**src/design/svbs_pkg.sv**
```systemverilog
// Package: constants, types and command codes for the sparse voxel block store.
`timescale 1ns / 1ps
`default_nettype none
package svbs_pkg;

  localparam int unsigned BlockEdge   = 16;
  localparam int unsigned MaxBlocks   = 16;
  localparam int unsigned CoordBits   = 16;
  localparam int unsigned EdgeBits    = $clog2(BlockEdge);
  localparam int unsigned OrgBits     = CoordBits - EdgeBits;
  localparam int unsigned VoxBits     = 3 * EdgeBits;
  localparam int unsigned EntBits     = (MaxBlocks > 1) ? $clog2(MaxBlocks) : 1;
  localparam int unsigned MemAddrBits = EntBits + VoxBits;
  localparam int unsigned MemDepth    = MaxBlocks * (1 << VoxBits);

  typedef enum logic [1:0] {
    CMD_READ  = 2'd0,
    CMD_WRITE = 2'd1,
    CMD_CLEAR = 2'd2
  } cmd_e;

  typedef logic [OrgBits-1:0] org_t;

  typedef struct packed {
    logic [1:0]         cmd;
    org_t [2:0]         org;
    logic [VoxBits-1:0] off;
    logic [31:0]        rgba;
  } op_t;

  typedef struct packed {
    logic  valid;
    op_t   op;
  } queue_t;

endpackage
`default_nettype wire

```
**src/design/svbs_if.sv**
```systemverilog
// Interfaces: request and result channels of the sparse voxel block store.
`timescale 1ns / 1ps
`default_nettype none
interface svbs_req_if;
  logic               valid;
  logic               ready;
  logic [1:0]         cmd;
  logic signed [15:0] pos_x;
  logic signed [15:0] pos_y;
  logic signed [15:0] pos_z;
  logic [7:0]         red_in;
  logic [7:0]         green_in;
  logic [7:0]         blue_in;
  logic [7:0]         alpha_in;
  modport source (output valid, cmd, pos_x, pos_y, pos_z, red_in, green_in, blue_in,
                  alpha_in, input ready);
  modport sink (input valid, cmd, pos_x, pos_y, pos_z, red_in, green_in, blue_in,
                alpha_in, output ready);
endinterface

`default_nettype wire

```
**src/design/svbs_front.sv**
```systemverilog
// Front end: request decode into origin and offset, two-entry queue to the back end.
`timescale 1ns / 1ps
`default_nettype none
module svbs_front (
  input  wire                 clk_i,
  input  wire                 rst_ni,
  svbs_req_if.sink            req_i,
  input  wire                 pop_i,
  output svbs_pkg::queue_t    q_o
);
  import svbs_pkg::*;

  logic [CoordBits-1:0] pos_x, pos_y, pos_z;
  op_t                  op;
  op_t                  buf_q [2];
  logic                 wr_ptr_q, wr_ptr_d, rd_ptr_q, rd_ptr_d;
  logic [1:0]           cnt_q, cnt_d;
  logic                 push, pop;

  assign pos_x = CoordBits'(req_i.pos_x);
  assign pos_y = CoordBits'(req_i.pos_y);
  assign pos_z = CoordBits'(req_i.pos_z);

  always_comb begin
    op.cmd    = req_i.cmd;
    op.org[0] = pos_x[CoordBits-1:EdgeBits];
    op.org[1] = pos_y[CoordBits-1:EdgeBits];
    op.org[2] = pos_z[CoordBits-1:EdgeBits];
    op.off    = {pos_z[EdgeBits-1:0], pos_y[EdgeBits-1:0], pos_x[EdgeBits-1:0]};
    op.rgba   = {req_i.alpha_in, req_i.blue_in, req_i.green_in, req_i.red_in};
  end

  assign req_i.ready = (cnt_q != 2'd2);
  assign push        = req_i.valid && req_i.ready;
  assign pop         = pop_i && (cnt_q != 2'd0);

  always_comb begin
    wr_ptr_d = push ? ~wr_ptr_q : wr_ptr_q;
    rd_ptr_d = pop ? ~rd_ptr_q : rd_ptr_q;
    cnt_d    = cnt_q + 2'(push) - 2'(pop);
  end

  always_ff @(posedge clk_i or negedge rst_ni) begin
    if (!rst_ni) begin
      wr_ptr_q <= 1'b0;
      rd_ptr_q <= 1'b0;
      cnt_q    <= 2'd0;
    end else begin
      wr_ptr_q <= wr_ptr_d;
      rd_ptr_q <= rd_ptr_d;
      cnt_q    <= cnt_d;
    end
  end

  always_ff @(posedge clk_i) begin
    if (push) begin
      buf_q[wr_ptr_q] <= op;
    end
  end

  always_comb begin
    q_o.valid = (cnt_q != 2'd0);
    q_o.op    = buf_q[rd_ptr_q];
  end

endmodule
`default_nettype wire

```
**src/flat_wrapper.sv**
```systemverilog
// flat-port wrapper written by rule: the top's interface ports become plain ports
module svbs_front_flat import svbs_pkg::*;
  (clk_i, rst_ni, pop_i, q_o, req_i_valid, req_i_cmd, req_i_pos_x, req_i_pos_y, req_i_pos_z, req_i_red_in, req_i_green_in, req_i_blue_in, req_i_alpha_in, req_i_ready);
  svbs_req_if req_i_i ();
  input  wire clk_i;
  input  wire rst_ni;
  input  wire pop_i;
  output svbs_pkg::queue_t q_o;
  input wire logic [$bits(req_i_i.valid)-1:0] req_i_valid;
  input wire logic [$bits(req_i_i.cmd)-1:0] req_i_cmd;
  input wire logic [$bits(req_i_i.pos_x)-1:0] req_i_pos_x;
  input wire logic [$bits(req_i_i.pos_y)-1:0] req_i_pos_y;
  input wire logic [$bits(req_i_i.pos_z)-1:0] req_i_pos_z;
  input wire logic [$bits(req_i_i.red_in)-1:0] req_i_red_in;
  input wire logic [$bits(req_i_i.green_in)-1:0] req_i_green_in;
  input wire logic [$bits(req_i_i.blue_in)-1:0] req_i_blue_in;
  input wire logic [$bits(req_i_i.alpha_in)-1:0] req_i_alpha_in;
  output wire logic [$bits(req_i_i.ready)-1:0] req_i_ready;
  assign req_i_i.valid = req_i_valid;
  assign req_i_i.cmd = req_i_cmd;
  assign req_i_i.pos_x = req_i_pos_x;
  assign req_i_i.pos_y = req_i_pos_y;
  assign req_i_i.pos_z = req_i_pos_z;
  assign req_i_i.red_in = req_i_red_in;
  assign req_i_i.green_in = req_i_green_in;
  assign req_i_i.blue_in = req_i_blue_in;
  assign req_i_i.alpha_in = req_i_alpha_in;
  assign req_i_ready = req_i_i.ready;
  svbs_front u_core (.clk_i(clk_i), .rst_ni(rst_ni), .req_i(req_i_i), .pop_i(pop_i), .q_o(q_o));
endmodule
```
**config.mk**
```make
export PLATFORM = sky130hd
export DESIGN_NAME = svbs_front_flat
export DESIGN_NICKNAME = d
export VERILOG_FILES = /design/src/design/svbs_pkg.sv /design/src/design/svbs_if.sv /design/src/design/svbs_front.sv /design/src/flat_wrapper.sv
export SDC_FILE = /design/constraint.sdc
export NUM_CORES = 1
export LEC_CHECK = 0
export ABC_AREA = 1
export BUFFER_PORTS_ARGS = -buffer_cell sky130_fd_sc_hd__clkbuf_2
export CORE_UTILIZATION = 56
export CTS_CLUSTER_SIZE = 10
export DETAILED_ROUTE_END_ITERATION = 8
export PLACE_DENSITY_LB_ADDON = 0.08
export REMOVE_ABC_BUFFERS = 1
export SLEW_MARGIN = 15
export SYNTH_ARGS = -nofsm -noshare
export SYNTH_HDL_FRONTEND = slang
export SYNTH_SLANG_ARGS = --single-unit
```
**constraint.sdc**
```tcl
create_clock -name clk_i -period 6.6 [get_ports clk_i]
set_input_delay 0.66 -clock clk_i [delete_from_list [all_inputs] [get_ports clk_i]]
set_output_delay 0.66 -clock clk_i [all_outputs]
set_load 0.005 [all_outputs]
```
Word-level counts from Yosys, hierarchy flattened
Memory sizes are Yosys's and may differ from the RTL's. Cells that the tools add are included.

Bitwise gates (word level): 2. $add $sub $neg: 2. Multiplexer cells: 2. Eq/ne operators: 1. Reduce and logical (&&, ||, !) cells: 3.

Operators with widths (count): adder 2 x 1 -> 2 bit (1); logical AND 1 bit (2); two-way mux 1 bit (2); inequality test 2 bit (second input constant) (1); inverter 1 bit (2); nonzero test 2 bit (1); subtractor 2 x 1 -> 2 bit (1).

Output and inout port bits: 84. RAM bits: 164. Memories kept: 1. Flip-flop bits (word level): 4. Input bits: 86. Word-level logic and storage cells: 14.

Memory list: u_core.buf_q (words 2, width 82, read ports 1, clocked after Yosys merged registers in 0, write ports 1, line svbs_front.sv:15) `op_t buf_q [2];`.

Depth between registers and ports, before layout
Gate-level depths: netlist of the first run.

Word-level depth: 4. Mapped depth: 10. Mapped depth without buffers: 10.

Least setup slack after synthesis of the first run
OpenSTA, ideal clock, no wires.

Path kind: input to register. Start: input req_i_valid. End: memory u_core.buf_q[1][0] (netlist name), enable pin. Setup slack: 1919 ps. Path buffers: 0. Arrival time: 4159 ps. Setup time: 523 ps. Data required time: 6077 ps. Stages on the path: 2. Cell sequence: nand2_1 -> nor2_1.

Cells in the longest elaborated chain, start to end: 3.

RTL lines: from (decl) (line flat_wrapper.sv:9) `input wire logic [$bits(req_i_i.valid)-1:0] req_i_valid;`; logical AND 1 bit (line svbs_front.sv:34) `assign push = req_i.valid && req_i.ready;`; two-way mux 1 bit (line svbs_front.sv:56) `if (push) begin`; two-way mux 1 bit (not written as such) (line svbs_front.sv:57) `buf_q[wr_ptr_q] <= op;`; to (decl) (line svbs_front.sv:15).

No other way between the ends.

==> results of run 1 <==
[state kept, by name (all words and copies together) (netlist names)]
signal,flops
u_core.buf_q,164
u_core.rd_ptr_q,1
u_core.cnt_q,2
u_core.wr_ptr_q,1
[layout make-up]
class / instances / area share [%]
antenna: 1 / 0.03224
clock buffer: 21 / 5.529
clock inverter: 11 / 2.240
inverter: 10 / 0.4997
multi-input combinational: 265 / 13.19
sequential: 168 / 64.75
tap: 140 / 2.257
timing repair buffer: 175 / 11.51
[stage by stage]
step | setup WS (ns) | hold slack, ns
5_1_grt | 3.498 | 0.2992
6_report | 3.665 | 0.3256
2_1_floorplan | 1.919 | 0.3644
3_3_place_gp | 4.228 | 0.4540
4_1_cts | 3.628 | 0.3112
3_5_place_dp | 4.192 | 0.4741
[Yosys cell counts]
| cell type | number |
|---|---|
| sky130_fd_sc_hd__nand3_1 | 3 |
| sky130_fd_sc_hd__inv_1 | 9 |
| sky130_fd_sc_hd__ha_1 | 2 |
| sky130_fd_sc_hd__edfxtp_1 | 164 |
| sky130_fd_sc_hd__dfrtp_1 | 4 |
| sky130_fd_sc_hd__nor2_1 | 1 |
| sky130_fd_sc_hd__inv_2 | 1 |
| sky130_fd_sc_hd__nand2_1 | 259 |
| sky130_fd_sc_hd__buf_6 | 14 |
| sky130_fd_sc_hd__buf_2 | 2 |
| sky130_fd_sc_hd__buf_4 | 2 |
[metal layers]
metal	up-vias	share of wire, %
met4	0	1.6
met3	17	7.4
met1	1857	40
met2	137	51
met5	-	0
li1	1904	-
[where the power goes]
group          leakage (nW)  internal, W  switching, W  total [W]
combinational          1.57     0.000336      0.000635   0.000971
sequential             1.57      0.00146     0.0000531    0.00151
clock                 0.282     0.000616      0.000381   0.000996
total                  3.42      0.00241       0.00107    0.00348
[worst reg2reg max path, delay by kind of cell, from the launching register on]
kind	cells	cell delay [ns]
buf+inv	2	0.83
flops	1	0.39
simple gates	2	0.24
[cell families after synthesis]
group                      Yosys count
and+or+nand+nor                    263
DFF                                168
buffers and inverters               28
adders and majority gates            2
[worst min path at each step]
stage	depth (start not counted)	slack, ns	startpoint	endpoint
6_report	1	0.33	req_i_green_in[1]	u_core.buf_q[0][9]
5_1_grt	1	0.30	req_i_alpha_in[2]	u_core.buf_q[1][26]
3_5_place_dp	1	0.47	rst_ni	u_core.wr_ptr_q
4_1_cts	1	0.31	req_i_green_in[1]	u_core.buf_q[1][9]
2_1_floorplan	0	0.36	rst_ni	u_core.cnt_q[0]
3_3_place_gp	2	0.45	u_core.wr_ptr_q	u_core.wr_ptr_q
==> reports/results.ini, run 1 <==
[clock_network]
cts_made_buffers=17
post_cts_hold_buffer_count=1
cts_htree_levels=4
cts.sink_count=168
clock_tree_from_tritoncts=built
clkTransAtPathRegs_ns=0.06
post_cts_setup_buffers=0
cts_root_buf=sky130_fd_sc_hd__clkbuf_8
worstSkewPairLatency_ns=0.52
post_cts.resized_instances=0
clock_tree.buffer_depth=2

[cells_and_area]
proportion_of_layout_cells_with_a_drive_suffix_above_1_pct=31.69
post_layout_nonfiller_instances=791
final_cell_area_um2=7762
layout.cells.most_common=sky130_fd_sc_hd__nand2_1
nets=725
post-route-util_pct=71.29
area.growth.synth_to_final_pct=23.98
layout.area.seq_um2=5026
count_of_fill_cells_added_during_filler_insertion=771
multiInputGateArea_um2=1023
most_used_cells_in_the_layout_excluding_fill_and_tap_cells=sky130_fd_sc_hd__nand2_1 (259), sky130_fd_sc_hd__clkbuf_2 (169), sky130_fd_sc_hd__edfxtp_1 (164), sky130_fd_sc_hd__clkbuf_16 (16), sky130_fd_sc_hd__inv_1 (8)

[global_route]
globalRouteTotalUtil_pct=20.71
grt_start_max_net_pins=84
globalRouteMet3Util_pct=7.446
grt_use_met2_pct=34.89
first_global_vias=3719
number_of_antenna_violations_at_the_first_check_in_global_routing=1
grt_most_used_layer=met2
global_route_wire_length_before_repair_um=17350
met1_usage_pct=24.07
grt.overflow.total=0

[critical_path]
critical_path.startpoint_type=register
critical_path_depth=5
timing.reg2reg.worst_path_depth=4
worstSetupPathType=reg -> out
worst_setup_path_end_kind=primary output
timing.critical_path.max_delay_family=buffers and inverters
r2r-end=u_core.buf_q[0][33]
bufs_and_invs_on_worst_path=3
worstPathCellList=inv_2, buf_4, nand2_1, nand2_1, clkbuf_2
regToRegSetupSlack_ns=4.63
crit_path_top_delay_cell=sky130_fd_sc_hd__buf_4
timing.rr.start=u_core.cnt_q[1]
worstSetupEndpoint=q_o[11]
cp_max_fo=57
worst_path_most_repeated_cell=sky130_fd_sc_hd__nand2_1
critPathLaunch=u_core.rd_ptr_q
critical_path.max_stage_delay_ns=0.58
worst_ep_required_time_ns=5.94
cp_data_arrival_time_ns=2.28

[sta]
grt_setup_unrepaired=false
setup_tns_ns=0
worstMarginPinSlew_ns=1.127
drv_slew=0
report.final.hold_viol_count=0
max_slew_margin_pct=24.87
layout_min_cycle_time_ns=2.935
worst_clock_skew_ns=0.01164
fmaxAchievable_mhz=340.7
setup-violations-final=0
finalCritPeriodShare_pct=44.47

[placed_design]
gp_congestion=0.7338
numPortBuffers=169
placedCellCount=757
dpl_cell_area_um2=7147
place_hpwl_um=7110

[floorplanning]
dieHeight_um=107.7
placement_rows=38
initial_utilization_pct=57.50
pin_count=170
design.die.area_um2=11610
area_of_the_core_um2=10890
die_width_um=107.7

[synthesis]
synth_compound_area_share_pct=0
post_synthesis_share_of_cell_area_spent_on_and_or_nand_and_nor_gates_pct=15.83
yosys.area.top_type_share_pct=78.66
synth_area_um2=6261
netlist-cell-type-count=11
synth-warning-count=0
ys_seq_elements=168
synthXorXnorAreaFrac_pct=0
avgSynthCellArea_um2=13.58
combinational_family_with_the_most_area_after_synthesis=simple AND/OR/NAND/NOR gates
syn_inst=461
synth_seq_area_share_pct=80.26
muxShareOfSynthArea_pct=0
synth.top_cells.by_area=sky130_fd_sc_hd__edfxtp_1 (79%), sky130_fd_sc_hd__nand2_1 (16%), sky130_fd_sc_hd__buf_6 (2.5%)
yosysTopAreaCell=sky130_fd_sc_hd__edfxtp_1
synth_fa_ha_area_share_pct=0.3997

[routing]
vias_per_cell=4.949
antenna_violating_nets_post_route=0
wl_per_cell_um=14.74
firstDrtPassIters=4
detailedRoute.firstIterationViolations=223
route.detailed.drc=0
num_vias=3915
postRouteWirelength_um=11660

[power_and_ir_drop]
ir_worst_vdd_uv=504.4
p_per_area_nw_per_um2=448.2
power.leakage_nw=3.422
fin_total_pwr_w=0.003479

[run_status]
outcome=complete, no violations

[run]
maxCapViolations=0

[worst_hold_path]
holdCritPathClass=in -> reg

Power figures use the tool's default switching activity.
==> run 2: changes to the inputs <==
- ABC_AREA: 1 -> 0
- CORE_UTILIZATION: 56 -> 47
- clock period: 6.6 -> 2.6 ns (I/O delays scaled with it)
==> reports/results.ini, run 2 <==
[sta]
layout_min_cycle_time_ns=2.372
worstMarginPinSlew_ns=0.6383  ; -0.4886 ns
fmaxAchievable_mhz=421.5
finalCritPeriodShare_pct=91.25
setup-violations-final=0  ; unchanged
worst_clock_skew_ns=0.004150  ; -0.007486 ns
drv_slew=0  ; unchanged
report.final.hold_viol_count=0  ; unchanged
setup_tns_ns=0  ; unchanged
holdWs_ns=0.03349  ; -0.2921 ns
grt_setup_unrepaired=false
max_slew_margin_pct=57.44  ; +33 points

[global_route]
grt.overflow.total=0  ; unchanged
number_of_antenna_violations_at_the_first_check_in_global_routing=0  ; -1
grt_start_max_net_pins=45  ; -46%
global_route_wire_length_before_repair_um=16440  ; -5.3%
first_global_vias=3306  ; -11%
globalRouteTotalUtil_pct=15.90  ; -4.8 points

[synthesis]
synth_edf_count=164  ; unchanged
netlist-cell-type-count=17  ; +6
synth_area_um2=6471  ; +3.4%
ys_seq_elements=168  ; unchanged
syn_inst=274  ; -41%
yosysTopAreaCell=sky130_fd_sc_hd__edfxtp_1
avgSynthCellArea_um2=23.62  ; +74%
top_count_cell_post_synth=sky130_fd_sc_hd__edfxtp_1
synth-warning-count=0  ; unchanged
synth_common_cells=sky130_fd_sc_hd__edfxtp_1 (164), sky130_fd_sc_hd__mux2_4 (70), sky130_fd_sc_hd__mux2_2 (12)
yosys.area.top_type_share_pct=76.10  ; -2.6 points
ys_async_sr_fraction_pct=2.381  ; unchanged
synth_seq_area_share_pct=77.65  ; -2.6 points
synthFlopType=sky130_fd_sc_hd__edfxtp_1
synth.top_cells.by_area=sky130_fd_sc_hd__edfxtp_1 (76%), sky130_fd_sc_hd__mux2_4 (16%), sky130_fd_sc_hd__buf_12 (2.2%)

[routing]
num_vias=3133  ; -20%
route.detailed.drc=0  ; unchanged
firstDrtPassIters=4  ; unchanged
postRouteWirelength_um=10760  ; -7.7%
vias_per_cell=4.813  ; -2.8%
detailedRoute.firstIterationViolations=197  ; -12%
wl_per_cell_um=16.53  ; +12%
antenna_violating_nets_post_route=0  ; unchanged

[cells_and_area]
final_cell_area_um2=8014  ; +3.2%
largest-register=u_core.buf_q
area.growth.synth_to_final_pct=23.84
layout.cells.most_common=sky130_fd_sc_hd__clkbuf_2
largest_reg_flops=164  ; unchanged
proportion_of_layout_cells_with_a_drive_suffix_above_1_pct=60.84  ; +29 points
nets=550  ; -24%
multiInputGateArea_um2=1291  ; +26%
post-route-util_pct=60.04  ; -11 points
largest_registers=u_core.buf_q (164), u_core.cnt_q (2)
number_of_antenna_repair_diodes=0  ; -1
layout.area.seq_um2=5029  ; about the same
most_used_cells_in_the_layout_excluding_fill_and_tap_cells=sky130_fd_sc_hd__clkbuf_2 (169), sky130_fd_sc_hd__edfxtp_1 (164), sky130_fd_sc_hd__mux2_4 (70), sky130_fd_sc_hd__clkbuf_16 (17), sky130_fd_sc_hd__mux2_2 (12)
count_of_fill_cells_added_during_filler_insertion=1049  ; +36%

[critical_path]
timing.critical_path.max_delay_family=flip-flops
bufs_and_invs_on_worst_path=2  ; -1
worst_ep_required_time_ns=2.34  ; -3.60 ns
critical_path.max_stage_delay_ns=0.84  ; +0.26 ns
critical_path.startpoint_type=register
worstPathCellList=buf_4, mux2_2, clkbuf_2
worst_setup_path_end_kind=primary output
cp_max_fo=34  ; -40%
cp_data_arrival_time_ns=2.11  ; -0.17 ns
worstSetupPathType=reg -> out
crit_path_top_delay_cell=sky130_fd_sc_hd__dfrtp_4

[placed_design]
place_hpwl_um=7139  ; +0.40%
dpl_cell_area_um2=7507  ; +5.0%
numPortBuffers=169  ; unchanged
gp_congestion=0.6971  ; -5.0%

[floorplanning]
dieHeight_um=119.3  ; +11%
placement_rows=42  ; +11%
initial_utilization_pct=48.48  ; -9.0 points
die_width_um=119.3  ; +11%
pin_count=170  ; unchanged
area_of_the_core_um2=13350  ; +23%
design.die.area_um2=14240  ; +23%

[clock_network]
worstSkewPairLatency_ns=0.41  ; -0.11 ns
cts_htree_levels=4  ; unchanged
post_cts.resized_instances=0  ; unchanged
cts.sink_count=168  ; unchanged
clock_tree.buffer_depth=2  ; unchanged
clkTransAtPathRegs_ns=0.06  ; about the same
cts_made_buffers=17  ; unchanged
clock_tree_from_tritoncts=built
cts_root_buf=sky130_fd_sc_hd__clkbuf_16

[run]
maxCapViolations=0  ; unchanged

[power_and_ir_drop]
power.leakage_nw=3.264  ; -4.6%
ir_worst_vdd_uv=582.0  ; +15%
fin_total_pwr_w=0.008750  ; +150%
p_per_area_nw_per_um2=1092  ; +140%

[run_status]
outcome=complete, no violations

[worst_hold_path]
holdCritPathClass=in -> reg

## run 2: cell count changes after synthesis, moves of 2 or more
| cell | previous run | this run |
|---|---|---|
| sky130_fd_sc_hd__nand3_1 | 3 | 0 |
| sky130_fd_sc_hd__buf_12 | 0 | 7 |
| sky130_fd_sc_hd__mux2_2 | 0 | 12 |
| sky130_fd_sc_hd__xnor2_1 | 0 | 3 |
| sky130_fd_sc_hd__mux2_4 | 0 | 70 |
| sky130_fd_sc_hd__buf_4 | 2 | 0 |
| sky130_fd_sc_hd__inv_1 | 9 | 3 |
| sky130_fd_sc_hd__buf_6 | 14 | 1 |
| sky130_fd_sc_hd__nand2_1 | 259 | 1 |
## run 2: metrics by stage
stage               std cells  setup WS, ns
global placement          618        0.6680
finish                    651        0.2276
global route              651        0.1407
floorplan                 265        -1.951
CTS                       651        0.1801
detailed placement        618        0.6313
## run 2: layout make-up
type | count | share of cell area [%]
inverters | 3 | 0.1405
repair buffers | 178 | 12.05
clock inverters | 13 | 0.7963
well taps | 176 | 2.748
multi-input cells | 94 | 16.11
clock buffers | 19 | 5.402
flip-flops and latches | 168 | 62.75
## run 2: timing repair
action / 4_1_cts / 5_1_grt
buffers inserted: 0 / 0
hold endpoints to repair: 4 / 0
endpoints found under the setup margin: 0 / 0
hold buffers: 1 / 0
## run 2: routing by layer
metal	track usage (%)	part of all wire (%)	vias up
met5	0	0	-
met4	7.500	1.8	0
met3	6.082	7.6	17
met2	25.87	49	108
met1	18.57	41	1544
li1	-	-	1464
## run 2: power breakdown
group	internal (W)	total, W	leakage (nW)	switching [W]
logic	0.00150	0.00263	1.44	0.00113
registers	0.00370	0.00400	1.57	0.000293
clock network	0.00119	0.00212	0.252	0.000928
total	0.00640	0.00875	3.26	0.00235
## run 2: final timing paths
kind	startpoint	cells after the start	slack, ns	to
worst max-delay path	u_core.rd_ptr_q	3	0.23	q_o[77]
worst min-delay path	req_i_pos_y[7]	1	0.03	u_core.buf_q[1][59]
worst max register to register	u_core.cnt_q[1]	7	0.88	u_core.cnt_q[1]
worst min register to register	u_core.cnt_q[1]	1	0.53	u_core.cnt_q[1]
max in group asynchronous	rst_ni	2	2.25	u_core.rd_ptr_q
min in group asynchronous	rst_ni	2	0.20	u_core.cnt_q[0]
## run 2: logic make-up (layout without fill, tap and decap cells)
family	after synthesis	after routing	share of synthesized area (%)
flip-flops	168	168	77.65
multiplexers	82	82	18.33
buffers and inverters	12	213	2.591
AND/OR/NAND/NOR	6	6	0.5028
XOR/XNOR	4	4	0.5415
adder cells (fa/ha/maj)	2	2	0.3866
==> run 3: changes to the inputs <==
- ABC_AREA: 0 -> 1
==> reports/results.ini, run 3 (same netlist as run 1, synthesis figures left out) <==
[cells_and_area]
largest-register=u_core.buf_q
nets=725  ; +32%
most_used_cells_in_the_layout_excluding_fill_and_tap_cells=sky130_fd_sc_hd__nand2_1 (259), sky130_fd_sc_hd__clkbuf_2 (169), sky130_fd_sc_hd__edfxtp_1 (164), sky130_fd_sc_hd__clkbuf_16 (17), sky130_fd_sc_hd__inv_1 (8)
layout.area.seq_um2=5026  ; about the same
multiInputGateArea_um2=1023  ; -21%
largest_registers=u_core.buf_q (164), u_core.cnt_q (2)
area.growth.synth_to_final_pct=25.20
proportion_of_layout_cells_with_a_drive_suffix_above_1_pct=31.23  ; -30 points
largest_reg_flops=164  ; unchanged
number_of_antenna_repair_diodes=0  ; unchanged
count_of_fill_cells_added_during_filler_insertion=1047  ; -0.19%
layout.cells.most_common=sky130_fd_sc_hd__nand2_1

[worst_hold_path]
min_path_cells=1  ; unchanged
worstHoldEndpoint=u_core.buf_q[0][14]
hold_start=req_i_green_in[6]
holdCritPathClass=in -> reg

[sta]
worstMarginPinSlew_ns=0.9373  ; +0.2990 ns
drv_slew=0  ; unchanged
report.final.hold_viol_count=0  ; unchanged
setup_slack_ns=0.4142  ; +0.1866 ns
grt_setup_unrepaired=false
worst_clock_skew_ns=0.005124  ; +0.0009738 ns
holdWs_ns=0.02991  ; -0.003578 ns
layout_min_cycle_time_ns=2.186  ; -0.1866 ns
finalCritPeriodShare_pct=84.07  ; -7.2 points
max_slew_margin_pct=37.51  ; -20 points
fmaxAchievable_mhz=457.5  ; +8.5%
setup-violations-final=0  ; unchanged

[power_and_ir_drop]
ir_worst_vdd_uv=592.7  ; +1.8%
p_per_area_nw_per_um2=1135  ; +3.9%
fin_total_pwr_w=0.008894  ; +1.7%
power.leakage_nw=3.446  ; +5.6%

[critical_path]
critical_path.startpoint_type=register
worst_path_most_repeated_cell=sky130_fd_sc_hd__nand2_1
timing.reg2reg.worst_path_depth=5  ; -2
worstPathCellList=buf_4, nand2_1, nand2_1, clkbuf_2
bufs_and_invs_on_worst_path=2  ; unchanged
cp_max_fo=83  ; +140%
r2r-end=u_core.buf_q[1][30]
timing.rr.start=u_core.cnt_q[0]
worst_setup_path_end_kind=primary output
regToRegSetupSlack_ns=1.01  ; +0.13 ns
crit_path_top_delay_cell=sky130_fd_sc_hd__buf_4
timing.critical_path.max_delay_family=buffers and inverters
critical_path.max_stage_delay_ns=0.68  ; -0.16 ns
worst_ep_required_time_ns=2.34  ; about the same
cp_data_arrival_time_ns=1.93  ; -0.18 ns
worstSetupPathType=reg -> out

[floorplanning]
pin_count=170  ; unchanged
initial_utilization_pct=48.82  ; +0.34 points
area_of_the_core_um2=12820  ; -3.9%
design.die.area_um2=13790  ; -3.2%
dieHeight_um=117.4  ; -1.6%
placement_rows=41  ; -2.4%
die_width_um=117.4  ; -1.6%

[routing]
antenna_violating_nets_post_route=0  ; unchanged
num_vias=3869  ; +23%
vias_per_cell=4.707  ; -2.2%
wl_per_cell_um=14.41  ; -13%
detailedRoute.firstIterationViolations=238  ; +21%
firstDrtPassIters=5  ; +1
postRouteWirelength_um=11850  ; +10%
route.detailed.drc=0  ; unchanged

[placed_design]
numPortBuffers=169  ; unchanged
gp_congestion=0.7211  ; +3.4%
dpl_worst_slack_ns=0.8597  ; +0.2284 ns
place_hpwl_um=7262  ; +1.7%

[global_route]
globalRouteTotalUtil_pct=18.24  ; +2.3 points
grt_most_used_layer=met2
number_of_antenna_violations_at_the_first_check_in_global_routing=0  ; unchanged
global_route_wire_length_before_repair_um=18790  ; +14%
grt.overflow.total=0  ; unchanged
grt_use_met2_pct=30.40  ; +4.5 points
met1_usage_pct=20.26  ; +1.7 points
globalRouteMet3Util_pct=7.636  ; +1.6 points
grt_start_max_net_pins=84  ; +87%
first_global_vias=3886  ; +18%

[run_status]
outcome=complete, no violations

[clock_network]
cts_made_buffers=17  ; unchanged
clkTransAtPathRegs_ns=0.06  ; about the same
cts_root_buf=sky130_fd_sc_hd__clkbuf_16
clock_tree_from_tritoncts=built
post_cts.resized_instances=0  ; unchanged
post_cts_setup_buffers=0  ; unchanged
cts_htree_levels=4  ; unchanged
worstSkewPairLatency_ns=0.42  ; about the same
clock_tree.buffer_depth=2  ; unchanged
cts.sink_count=168  ; unchanged

[run]
maxCapViolations=0  ; unchanged

-- run 3: changes by cell type in the layout (fill, tap and decap cells not counted), moves of 3 or more --
cell | previous run | this run
sky130_fd_sc_hd__nand3_1 | 0 | 3
sky130_fd_sc_hd__clkinv_2 | 9 | 5
sky130_fd_sc_hd__xnor2_1 | 3 | 0
sky130_fd_sc_hd__mux2_4 | 70 | 0
sky130_fd_sc_hd__mux2_2 | 12 | 0
sky130_fd_sc_hd__buf_4 | 4 | 1
sky130_fd_sc_hd__bufinv_16 | 0 | 4
sky130_fd_sc_hd__inv_1 | 3 | 8
sky130_fd_sc_hd__nand2_1 | 1 | 259
-- run 3: cell type report --
class / instances / area share [%]
sequential: 168 / 64.12
clock buffer: 19 / 5.523
timing repair buffer: 175 / 12.04
multi-input combinational: 265 / 13.06
clock inverter: 13 / 2.027
tap: 172 / 2.745
inverter: 10 / 0.4948
-- run 3: layer usage --
layer / vias up / part of all wire, %
li1: 1907 / -
met1: 1801 / 41
met2: 142 / 48
met3: 19 / 9.2
met4: 0 / 2.2
met5: - / 0
-- run 3: worst max-delay path by stage --
stage	start	slack, ns	endpoint	cells after the start
finish	u_core.rd_ptr_q	0.41	q_o[26]	4
global route	u_core.rd_ptr_q	0.25	q_o[26]	4
CTS	u_core.rd_ptr_q	0.40	q_o[26]	4
detailed placement	u_core.rd_ptr_q	0.86	q_o[26]	4
global placement	u_core.rd_ptr_q	0.89	q_o[4]	4
floorplan	u_core.cnt_q[1]	-1.92	u_core.buf_q[1][0]	3
-- run 3: timing repair --
action / 4_1_cts / 5_1_grt
hold buffers: 1 / 0
endpoints found under the setup margin: 0 / 0
hold endpoints to repair: 4 / 0
-- run 3: report_power, final --
part	switching, W	leakage (nW)	internal, W	total (W)
logic	0.00166	1.58	0.000919	0.00258
clock network	0.000916	0.292	0.00158	0.00250
registers	0.000132	1.57	0.00369	0.00382
-- run 3: per-stage QoR --
step	TNS [ns]	cells	instance area [um2]	util [%]
floorplan	-180.97	443	6078	-
global placement	0	789	7237	56.43
detailed placement	0	789	7237	56.43
CTS	0	822	7839	61.12
global route	0	822	7839	61.12
finish	0	822	7839	61.12
